File: src/hdl/dtq_pkg.sv
// Shared types, codes and constants of the deadline timer queue.
// Used by dtq_controller, dtq_datapath, deadline_timer_queue and tb_top; depends on nothing.

package dtq_pkg;

    // Sizes of the timer table and of the fields.
    localparam int TABLE_DEPTH_DEF = 16;
    localparam int MAX_RESULTS     = 16;
    localparam int CNT_W           = $clog2(MAX_RESULTS + 1);
    localparam int TIME_W          = 48;
    localparam int ID_W            = 32;

    // Input item kinds.
    localparam logic [1:0] KIND_TICK   = 2'd0;
    localparam logic [1:0] KIND_ABS    = 2'd1;
    localparam logic [1:0] KIND_REL    = 2'd2;
    localparam logic [1:0] KIND_CANCEL = 2'd3;

    // Result kinds.
    localparam logic [2:0] RK_CREATED   = 3'd0;
    localparam logic [2:0] RK_FIRED     = 3'd1;
    localparam logic [2:0] RK_CANCELLED = 3'd2;
    localparam logic [2:0] RK_NOT_FOUND = 3'd3;
    localparam logic [2:0] RK_FULL      = 3'd4;

    // One input transaction.
    typedef struct packed {
        logic [1:0]        kind;
        logic [TIME_W-1:0] time_value;
        logic [ID_W-1:0]   cancel_id;
    } dtq_in_t;

    // One result transaction.
    typedef struct packed {
        logic [2:0]      result_kind;
        logic [ID_W-1:0] tmr_id;
        logic            is_last;
    } dtq_out_t;

    // Controller states.
    typedef enum logic [1:0] {
        ST_IDLE,
        ST_SCAN,
        ST_DECIDE,
        ST_OUT
    } dtq_state_t;

    // Commands from the controller to the datapath.
    typedef struct packed {
        logic load;
        logic rescan;
        logic scan;
        logic decide;
        logic out_ack;
    } dtq_cmd_t;

    // Status from the datapath to the controller.
    typedef struct packed {
        logic scan_done;
        logic emit;
        logic rescan;
        logic more;
    } dtq_stat_t;

endpackage

File: src/hdl/dtq_controller.sv
// Sequencing state machine of the deadline timer queue.
// Depends on dtq_pkg; drives dtq_datapath through command and status structs.

module dtq_controller (
    input  logic                clk,
    input  logic                rst_n,
    input  logic                item_valid,
    output logic                item_stall,
    input  logic                result_stall,
    input  dtq_pkg::dtq_stat_t  stat,
    output dtq_pkg::dtq_cmd_t   cmd
);

    dtq_pkg::dtq_state_t state_reg;
    dtq_pkg::dtq_state_t state_next;

    // State register.
    always_ff @(posedge clk or negedge rst_n)
    begin
        if (!rst_n)
        begin
            state_reg <= dtq_pkg::ST_IDLE;
        end
        else
        begin
            state_reg <= state_next;
        end
    end

    // Next state.
    always_comb
    begin
        state_next = state_reg;
        case (state_reg)
            dtq_pkg::ST_IDLE:
            begin
                if (item_valid)
                begin
                    state_next = dtq_pkg::ST_SCAN;
                end
            end
            dtq_pkg::ST_SCAN:
            begin
                if (stat.scan_done)
                begin
                    state_next = dtq_pkg::ST_DECIDE;
                end
            end
            dtq_pkg::ST_DECIDE:
            begin
                if (stat.emit)
                begin
                    state_next = dtq_pkg::ST_OUT;
                end
                else if (stat.rescan)
                begin
                    state_next = dtq_pkg::ST_SCAN;
                end
                else
                begin
                    state_next = dtq_pkg::ST_IDLE;
                end
            end
            dtq_pkg::ST_OUT:
            begin
                if (!result_stall)
                begin
                    state_next = stat.more ? dtq_pkg::ST_SCAN : dtq_pkg::ST_IDLE;
                end
            end
            default:
            begin
                state_next = dtq_pkg::ST_IDLE;
            end
        endcase
    end

    // Commands and the input stall.
    always_comb
    begin
        item_stall  = 1'b1;
        cmd         = '0;
        case (state_reg)
            dtq_pkg::ST_IDLE:
            begin
                item_stall = 1'b0;
                cmd.load   = item_valid;
            end
            dtq_pkg::ST_SCAN:
            begin
                cmd.scan = 1'b1;
            end
            dtq_pkg::ST_DECIDE:
            begin
                cmd.decide = 1'b1;
                cmd.rescan = !stat.emit && stat.rescan;
            end
            dtq_pkg::ST_OUT:
            begin
                cmd.out_ack = !result_stall;
                cmd.rescan  = !result_stall && stat.more;
            end
            default:
            begin
                item_stall = 1'b1;
            end
        endcase
    end

endmodule

File: src/hdl/dtq_datapath.sv
// Timer table, scan pipeline, best-entry tracking and result register.
// Depends on dtq_pkg; controlled by dtq_controller.

module dtq_datapath #(
    parameter int TABLE_DEPTH = dtq_pkg::TABLE_DEPTH_DEF
) (
    input  logic                clk,
    input  logic                rst_n,
    input  dtq_pkg::dtq_in_t    item,
    input  dtq_pkg::dtq_cmd_t   cmd,
    output dtq_pkg::dtq_stat_t  stat,
    output logic                result_valid,
    output dtq_pkg::dtq_out_t   result
);

    localparam int IDX_W = $clog2(TABLE_DEPTH);
    localparam logic [IDX_W-1:0] LAST_IDX = IDX_W'(TABLE_DEPTH - 1);
    localparam int TW = dtq_pkg::TIME_W;
    localparam int IW = dtq_pkg::ID_W;
    localparam int CW = dtq_pkg::CNT_W;

    // Table storage: valid bits in flops, deadlines and ids in memories.
    logic [TABLE_DEPTH-1:0] valid_reg, valid_next;
    logic [TW-1:0]          dl_mem [TABLE_DEPTH];
    logic [IW-1:0]          id_mem [TABLE_DEPTH];

    // Persistent state.
    logic [TW-1:0] now_reg, now_next;
    logic [IW-1:0] next_id_reg, next_id_next;

    // Current transaction.
    logic [1:0]    kind_reg, kind_next;
    logic [TW-1:0] time_reg, time_next;
    logic [IW-1:0] cid_reg, cid_next;

    // Scan read stage.
    logic             issue_reg, issue_next;
    logic [IDX_W-1:0] idx_reg, idx_next;
    logic             rd_live_reg, rd_live_next;
    logic             rd_vld_reg, rd_vld_next;
    logic [IDX_W-1:0] rd_slot_reg, rd_slot_next;
    logic [TW-1:0]    rd_dl_reg;
    logic [IW-1:0]    rd_id_reg;

    // Best entry found so far in this scan.
    logic             best_found_reg, best_found_next;
    logic [IDX_W-1:0] best_slot_reg, best_slot_next;
    logic [TW-1:0]    best_dl_reg, best_dl_next;
    logic [IW-1:0]    best_id_reg, best_id_next;
    logic [IW-1:0]    best_age_reg, best_age_next;

    // Fired timer waiting until it is known whether it is the last one.
    logic          pend_reg, pend_next;
    logic [IW-1:0] pend_id_reg, pend_id_next;
    logic [CW-1:0] cnt_reg, cnt_next;

    // Result register.
    logic              result_valid_reg, result_valid_next;
    dtq_pkg::dtq_out_t result_reg, result_next;

    logic [TW:0]   rel_sum;
    logic [IW-1:0] rd_age;
    logic [IW-1:0] id_inc;
    logic          is_tick;
    logic          is_cancel;
    logic          cand;
    logic          better;
    logic          take;
    logic          found_eff;

    // Entry evaluation and decision flags.
    always_comb
    begin
        is_tick   = (kind_reg == dtq_pkg::KIND_TICK);
        is_cancel = (kind_reg == dtq_pkg::KIND_CANCEL);
        rd_age    = next_id_reg - rd_id_reg;
        if (is_tick)
        begin
            cand = rd_vld_reg && (rd_dl_reg <= now_reg);
        end
        else if (is_cancel)
        begin
            cand = rd_vld_reg && (rd_id_reg == cid_reg);
        end
        else
        begin
            cand = !rd_vld_reg;
        end
        // Ticks keep the earliest deadline, older timer on a tie; others keep the lowest slot.
        better = !best_found_reg
              || (is_tick && ((rd_dl_reg < best_dl_reg)
                              || ((rd_dl_reg == best_dl_reg) && (rd_age > best_age_reg))));
        take      = rd_live_reg && cand && better;
        found_eff = best_found_reg && (!is_tick || (cnt_reg < CW'(dtq_pkg::MAX_RESULTS)));
        rel_sum   = {1'b0, now_reg} + {1'b0, item.time_value};
        id_inc    = next_id_reg + IW'(1);
    end

    assign stat.scan_done = rd_live_reg && (rd_slot_reg == LAST_IDX);
    assign stat.emit      = !is_tick || pend_reg;
    assign stat.rescan    = is_tick && found_eff;
    assign stat.more      = pend_reg;

    // Next-state logic of the whole datapath.
    always_comb
    begin
        valid_next        = valid_reg;
        now_next          = now_reg;
        next_id_next      = next_id_reg;
        kind_next         = kind_reg;
        time_next         = time_reg;
        cid_next          = cid_reg;
        issue_next        = issue_reg;
        idx_next          = idx_reg;
        rd_live_next      = 1'b0;
        rd_vld_next       = rd_vld_reg;
        rd_slot_next      = rd_slot_reg;
        best_found_next   = best_found_reg;
        best_slot_next    = best_slot_reg;
        best_dl_next      = best_dl_reg;
        best_id_next      = best_id_reg;
        best_age_next     = best_age_reg;
        pend_next         = pend_reg;
        pend_id_next      = pend_id_reg;
        cnt_next          = cnt_reg;
        result_valid_next = result_valid_reg;
        result_next       = result_reg;

        // Capture a new transaction; relative deadlines saturate.
        if (cmd.load)
        begin
            kind_next = item.kind;
            cid_next  = item.cancel_id;
            pend_next = 1'b0;
            cnt_next  = '0;
            if (item.kind == dtq_pkg::KIND_REL)
            begin
                time_next = rel_sum[TW] ? {TW{1'b1}} : rel_sum[TW-1:0];
            end
            else
            begin
                time_next = item.time_value;
            end
            if (item.kind == dtq_pkg::KIND_TICK)
            begin
                now_next = item.time_value;
            end
        end

        // Start a scan from slot zero.
        if (cmd.load || cmd.rescan)
        begin
            issue_next      = 1'b1;
            idx_next        = '0;
            best_found_next = 1'b0;
        end

        // Scan: read one slot per cycle, evaluate it the cycle after.
        if (cmd.scan)
        begin
            if (issue_reg)
            begin
                rd_live_next = 1'b1;
                rd_slot_next = idx_reg;
                rd_vld_next  = valid_reg[idx_reg];
                idx_next     = idx_reg + IDX_W'(1);
                if (idx_reg == LAST_IDX)
                begin
                    issue_next = 1'b0;
                end
            end
            if (take)
            begin
                best_found_next = 1'b1;
                best_slot_next  = rd_slot_reg;
                best_dl_next    = rd_dl_reg;
                best_id_next    = rd_id_reg;
                best_age_next   = rd_age;
            end
        end

        // Act on the scan outcome.
        if (cmd.decide)
        begin
            result_next.is_last = 1'b1;
            case (kind_reg)
                dtq_pkg::KIND_TICK:
                begin
                    result_next.result_kind = dtq_pkg::RK_FIRED;
                    result_next.tmr_id      = pend_id_reg;
                    result_next.is_last     = !found_eff;
                    result_valid_next       = pend_reg;
                    pend_next               = found_eff;
                    if (found_eff)
                    begin
                        valid_next[best_slot_reg] = 1'b0;
                        pend_id_next              = best_id_reg;
                        cnt_next                  = cnt_reg + CW'(1);
                    end
                end
                dtq_pkg::KIND_CANCEL:
                begin
                    result_valid_next = 1'b1;
                    if (best_found_reg)
                    begin
                        valid_next[best_slot_reg] = 1'b0;
                        result_next.result_kind   = dtq_pkg::RK_CANCELLED;
                        result_next.tmr_id        = best_id_reg;
                    end
                    else
                    begin
                        result_next.result_kind = dtq_pkg::RK_NOT_FOUND;
                        result_next.tmr_id      = '0;
                    end
                end
                default:
                begin
                    result_valid_next = 1'b1;
                    if (best_found_reg)
                    begin
                        valid_next[best_slot_reg] = 1'b1;
                        result_next.result_kind   = dtq_pkg::RK_CREATED;
                        result_next.tmr_id        = next_id_reg;
                        // Ids count up and skip zero.
                        next_id_next = (id_inc == '0) ? IW'(1) : id_inc;
                    end
                    else
                    begin
                        result_next.result_kind = dtq_pkg::RK_FULL;
                        result_next.tmr_id      = '0;
                    end
                end
            endcase
        end

        // Result taken by the receiver.
        if (cmd.out_ack)
        begin
            result_valid_next = 1'b0;
        end
    end

    // Control and state registers.
    always_ff @(posedge clk or negedge rst_n)
    begin
        if (!rst_n)
        begin
            valid_reg        <= '0;
            now_reg          <= '0;
            next_id_reg      <= IW'(1);
            issue_reg        <= 1'b0;
            idx_reg          <= '0;
            rd_live_reg      <= 1'b0;
            best_found_reg   <= 1'b0;
            pend_reg         <= 1'b0;
            cnt_reg          <= '0;
            result_valid_reg <= 1'b0;
            kind_reg         <= dtq_pkg::KIND_TICK;
        end
        else
        begin
            valid_reg        <= valid_next;
            now_reg          <= now_next;
            next_id_reg      <= next_id_next;
            issue_reg        <= issue_next;
            idx_reg          <= idx_next;
            rd_live_reg      <= rd_live_next;
            best_found_reg   <= best_found_next;
            pend_reg         <= pend_next;
            cnt_reg          <= cnt_next;
            result_valid_reg <= result_valid_next;
            kind_reg         <= kind_next;
        end
    end

    // Payload registers.
    always_ff @(posedge clk)
    begin
        time_reg      <= time_next;
        cid_reg       <= cid_next;
        rd_vld_reg    <= rd_vld_next;
        rd_slot_reg   <= rd_slot_next;
        best_slot_reg <= best_slot_next;
        best_dl_reg   <= best_dl_next;
        best_id_reg   <= best_id_next;
        best_age_reg  <= best_age_next;
        pend_id_reg   <= pend_id_next;
        result_reg    <= result_next;
    end

    // Deadline and id memories: written on create, read by the scan.
    always_ff @(posedge clk)
    begin
        if (cmd.decide && (kind_reg inside {dtq_pkg::KIND_ABS, dtq_pkg::KIND_REL})
            && best_found_reg)
        begin
            dl_mem[best_slot_reg] <= time_reg;
            id_mem[best_slot_reg] <= next_id_reg;
        end
        if (cmd.scan && issue_reg)
        begin
            rd_dl_reg <= dl_mem[idx_reg];
            rd_id_reg <= id_mem[idx_reg];
        end
    end

    assign result_valid = result_valid_reg;
    assign result       = result_reg;

endmodule

File: src/hdl/deadline_timer_queue.sv
// Top level of the deadline timer queue: controller plus datapath.
// Depends on dtq_pkg, dtq_controller and dtq_datapath.

// The block holds up to TABLE_DEPTH pending one-shot timers and handles one
// transaction at a time: it stalls its input from acceptance until the last
// result of that transaction has been taken. Every operation walks the timer
// table one slot per cycle through a single memory read port. A create or
// cancel delivers its single result after one scan; a tick that fires n
// timers runs n + 1 scans and fires at most 16 timers, leaving the rest due
// for the next tick. A tick with nothing due produces no result and frees
// the input after one scan. Results of one transaction end with is_last set.

module deadline_timer_queue #(
    parameter int TABLE_DEPTH = dtq_pkg::TABLE_DEPTH_DEF
) (
    input  logic               clk,
    input  logic               rst_n,
    input  logic               item_valid,
    output logic               item_stall,
    input  dtq_pkg::dtq_in_t   item,
    output logic               result_valid,
    input  logic               result_stall,
    output dtq_pkg::dtq_out_t  result
);

    dtq_pkg::dtq_cmd_t  cmd;
    dtq_pkg::dtq_stat_t stat;

    // Sequencer.
    dtq_controller u_ctrl (
        .clk          (clk),
        .rst_n        (rst_n),
        .item_valid   (item_valid),
        .item_stall   (item_stall),
        .result_stall (result_stall),
        .stat         (stat),
        .cmd          (cmd)
    );

    // Timer table and result path.
    dtq_datapath #(
        .TABLE_DEPTH (TABLE_DEPTH)
    ) u_dp (
        .clk          (clk),
        .rst_n        (rst_n),
        .item         (item),
        .cmd          (cmd),
        .stat         (stat),
        .result_valid (result_valid),
        .result       (result)
    );

endmodule

File: config.mk
export PLATFORM = sky130hd
export DESIGN_NAME = deadline_timer_queue
export DESIGN_NICKNAME = d
export VERILOG_FILES = /design/src/hdl/dtq_pkg.sv /design/src/hdl/dtq_controller.sv /design/src/hdl/dtq_datapath.sv /design/src/hdl/deadline_timer_queue.sv
export SDC_FILE = /design/constraint.sdc
export NUM_CORES = 2
export LEC_CHECK = 0
export BUFFER_PORTS_ARGS = -buffer_cell sky130_fd_sc_hd__buf_2
export CELL_PAD_IN_SITES_DETAIL_PLACEMENT = 0
export CELL_PAD_IN_SITES_GLOBAL_PLACEMENT = 2
export CORE_ASPECT_RATIO = 0.9
export CORE_MARGIN = 1.5
export CORE_UTILIZATION = 47
export DETAILED_ROUTE_END_ITERATION = 10
export PLACE_DENSITY = 0.84
export SKIP_LAST_GASP = 1
export SYNTH_ARGS = -nofsm -noshare
export SYNTH_HDL_FRONTEND = slang
export SYNTH_HIERARCHICAL = 1
export SYNTH_SLANG_ARGS = --single-unit
export TNS_END_PERCENT = 30
File: constraint.sdc
create_clock -name clk -period 13.9 [get_ports clk]
set_clock_uncertainty 0.2 [all_clocks]
set_input_delay 0.695 -clock clk [delete_from_list [all_inputs] [get_ports clk]]
set_output_delay 0.695 -clock clk [all_outputs]
set_load 0.02 [all_outputs]
==> reports/results.tsv <==
metric	value	unit
status	finished, final reports clean	
largestRegisters	u_dp/dl_mem (768), u_dp/id_mem (512)	
setup.worst_path.class	reg -> reg	
synth_seq_area_share	70.6	%
n_antenna_cell	0	
syn2layout_area_growth	13.1	%
utilization	53.6	%
drt-total-wl	186000	µm
cp_max_fo	58	
synth_top_area_cell	edfxtp_1	
layout-drive-gt1-share	15.1	%
coreArea	155000	µm²
htree_levels	4	
synth_async_sr_flop_share	6.54	%
crit_end	u_dp/best_dl_reg[42]$_DFFE_PP_	
ios	124	
yosysWarnings	6	
slew_headroom	23.4	%
grt_remaining_overflow	0	
end_kind	flop	
synth.most_common_cell	edfxtp_1	
rsz0062_at_grt	no	
p_leak	0.0306	µW
hold_violations	0	
final.min_clock_period	7.17	ns
tightest_slew	1.15	ns
cts-root-buf	clkbuf_16	
clk_path_buf_depth	3	
vias_per_cell	5.85	
die_w	419	µm
multi_input_area	20300	µm²
largest_reg_flops	768	
post_cts_buffers	0	
final_nets	5132	
hold_class	in -> reg	
ff2ff_path_depth	20	
grt_use_total	23.6	%
crit_start	u_dp/next_id_reg[2]$_DFFE_PN0P_	
grt_pass1_vias	41100	
regMostFlops	u_dp/dl_mem	
synth_area_leaders	edfxtp_1 67%, mux4_2 5.0%, dfrtp_1 3.9%	
syn-cell-area	73400	µm²
clkLatencyLatePin	0.79	ns
regArea	51800	µm²
drc	0	
crit_top_cell	ha_1	
io_buffer_count	123	
drt.antenna.violating_nets	0	
cts_tree	yes	
grt_pass1_wl	274000	µm
synth_ff_type	edfxtp_1	
drt_iter0_drc	4275	
worstReg2RegStart	u_dp/next_id_reg[2]$_DFFE_PN0P_	
grt_max_degree	121	
synth_common_cells	1629 x edfxtp_1, 303 x o21ai_0, 261 x nand2_1	
yosys_register_bits	1743	
die-area	158000	µm²
numCtsBuffers	177	
cts.reportedPaths.clkPinSlew	0.06	ns
wl_per_cell	26.4	µm
syn_nets	4876	
crit_chain	ha_1 > a211oi_1 > o211ai_1 > a32oi_1 > o21ai_0 > o21a_1 > a41o_1 > nor4_1 > o31ai_1 > a21oi_1 > xnor2_1 > ha_1 > nand4_1 > nor2_1 > nand2_1 > nor3_1 > a211o_1 > a31oi_1 > nor2_4 > buf_4	
synth_cells	4576	
ctsResizeCount	0	
cp_slowest_stage_delay	0.81	ns
cts_sinks	1743	
synth-edff-count	1629	
peakVddDrop	180	µV
reg2reg_slack	6.73	ns
arrival	7.38	ns
critPathSlowestCell	dfrtp_1	
setup_viol	0	
fillers	12400	
firstDrtPassIters	5	
dp_hpwl	105000	µm
synthDistinctLibCells	83	
synth_top_area_share	66.7	%
worstPathRequired	14.11	ns
finalMaxSlewViolations	0	
r2r_end	u_dp/best_dl_reg[42]$_DFFE_PP_	
via_count	41300	
crit_path_start_kind	flop	
fp.dieH	378	µm
fin_crit_sh	51.6	%
rows	137	
antenna_found_initial	5	
place_congestion	0.860	
start_util	47.3	%
setup_tns	0	ns
fmax	139	MHz
syn_area_per_cell	16.0	µm²
maxCapViolations	0	
power.density	192	nW/µm²
[how the worst min path moves through the flow]
stage / start / to / slack [ns] / depth (start not counted)
2_1_floorplan: rst_n / u_ctrl/state_reg[0]$_DFFE_PN0P_ / 0.20 / 0
3_3_place_gp: u_dp/rd_slot_reg[0]$_DFFE_PP_ / u_dp/best_slot_reg[0]$_DFFE_PP_ / 0.23 / 0
3_5_place_dp: u_dp/rd_slot_reg[1]$_DFFE_PP_ / u_dp/best_slot_reg[1]$_DFFE_PP_ / 0.24 / 0
4_1_cts: item_valid / u_ctrl/state_reg[0]$_DFFE_PN0P_ / 0.06 / 3
5_1_grt: item_valid / u_ctrl/state_reg[0]$_DFFE_PN0P_ / 0.09 / 3
6_report: item_valid / u_ctrl/state_reg[0]$_DFFE_PN0P_ / 0.09 / 3
[through the flow]
step | instance area [µm²] | worst slack (ns) | hold slack (ns) | std cells | total power, µW
3_5_place_dp | 76600 | 6.87 | 0.236 | 6654 | 11400
2_1_floorplan | 73400 | 3.92 | 0.199 | 4576 | 9950
4_1_cts | 83000 | 6.83 | 0.0629 | 7060 | 16000
3_3_place_gp | 76600 | 6.96 | 0.232 | 6654 | 11300
5_1_grt | 83000 | 6.28 | 0.0914 | 7060 | 16700
6_report | 83000 | 6.73 | 0.0943 | 7060 | 15900
[critical path: cells and delay by family (launching register included)]
kind            cells  cell delay (ns)
compound gates     10             2.56
buf+inv             1             0.76
fa+ha+maj           2             0.71
flops               1             0.81
simple gates        6             1.51
xor+xnor            1             0.13
[repair_timing]
item                                    CTS  global route
hold buffers                             84             0
endpoints found under the hold margin   144             0
endpoints found under the setup margin    0             0
[layout by cell type, fill, tap and decap left out, types with 86 or more instances in the layout]
cell type,Yosys,routed
mux4_2,162,162
a21oi_1,234,234
mux2i_1,247,247
o21ai_0,303,303
mux2_2,99,99
nand2_1,261,260
clkbuf_16,0,181
ha_1,212,211
a221oi_1,86,86
buf_2,4,122
nor2_1,144,133
dfrtp_1,113,109
edfxtp_1,1629,1629
inv_1,184,183
a22oi_1,113,113
[layer usage]
| metal | vias up | share of wire, % | track usage [%] |
|---|---|---|---|
| met3 | 226 | 5.7 | 2.96 |
| met5 | - | 0.0075 | 0 |
| met2 | 1374 | 50 | 39.6 |
| met4 | 2 | 2.4 | 6.17 |
| li1 | 18400 | - | - |
| met1 | 21300 | 42 | 32.7 |
[report_power, final]
| part | total [µW] | leakage (µW) | internal [µW] | switching [µW] |
|---|---|---|---|---|
| Sequential | 6970 | 0.0175 | 6460 | 506 |
| Combinational | 4340 | 0.0104 | 1680 | 2660 |
| Clock | 4600 | 0.00272 | 2620 | 1980 |
[kinds of logic (layout without fill, tap and decap cells)]
group | after synthesis | count (layout) | share of synthesized area [%]
DFF | 1743 | 1743 | 70.6
AOI/OAI and AO/OA | 942 | 942 | 8.14
and+or+nand+nor | 643 | 643 | 4.05
muxes | 508 | 508 | 9.86
buffers and inverters | 385 | 784 | 2.02
adders and majority gates | 214 | 214 | 3.67
xor gates and xnor gates | 141 | 141 | 1.68
[layout make-up]
cell class,count,area share (%)
repair buffers,278,2.46
clock inverters,94,1.02
inverters,184,0.835
flip-flops and latches,1743,62.4
well taps,2085,3.14
multi-input cells,2448,24.4
clock buffers,228,5.73
(Power assumes the default switching activity.)
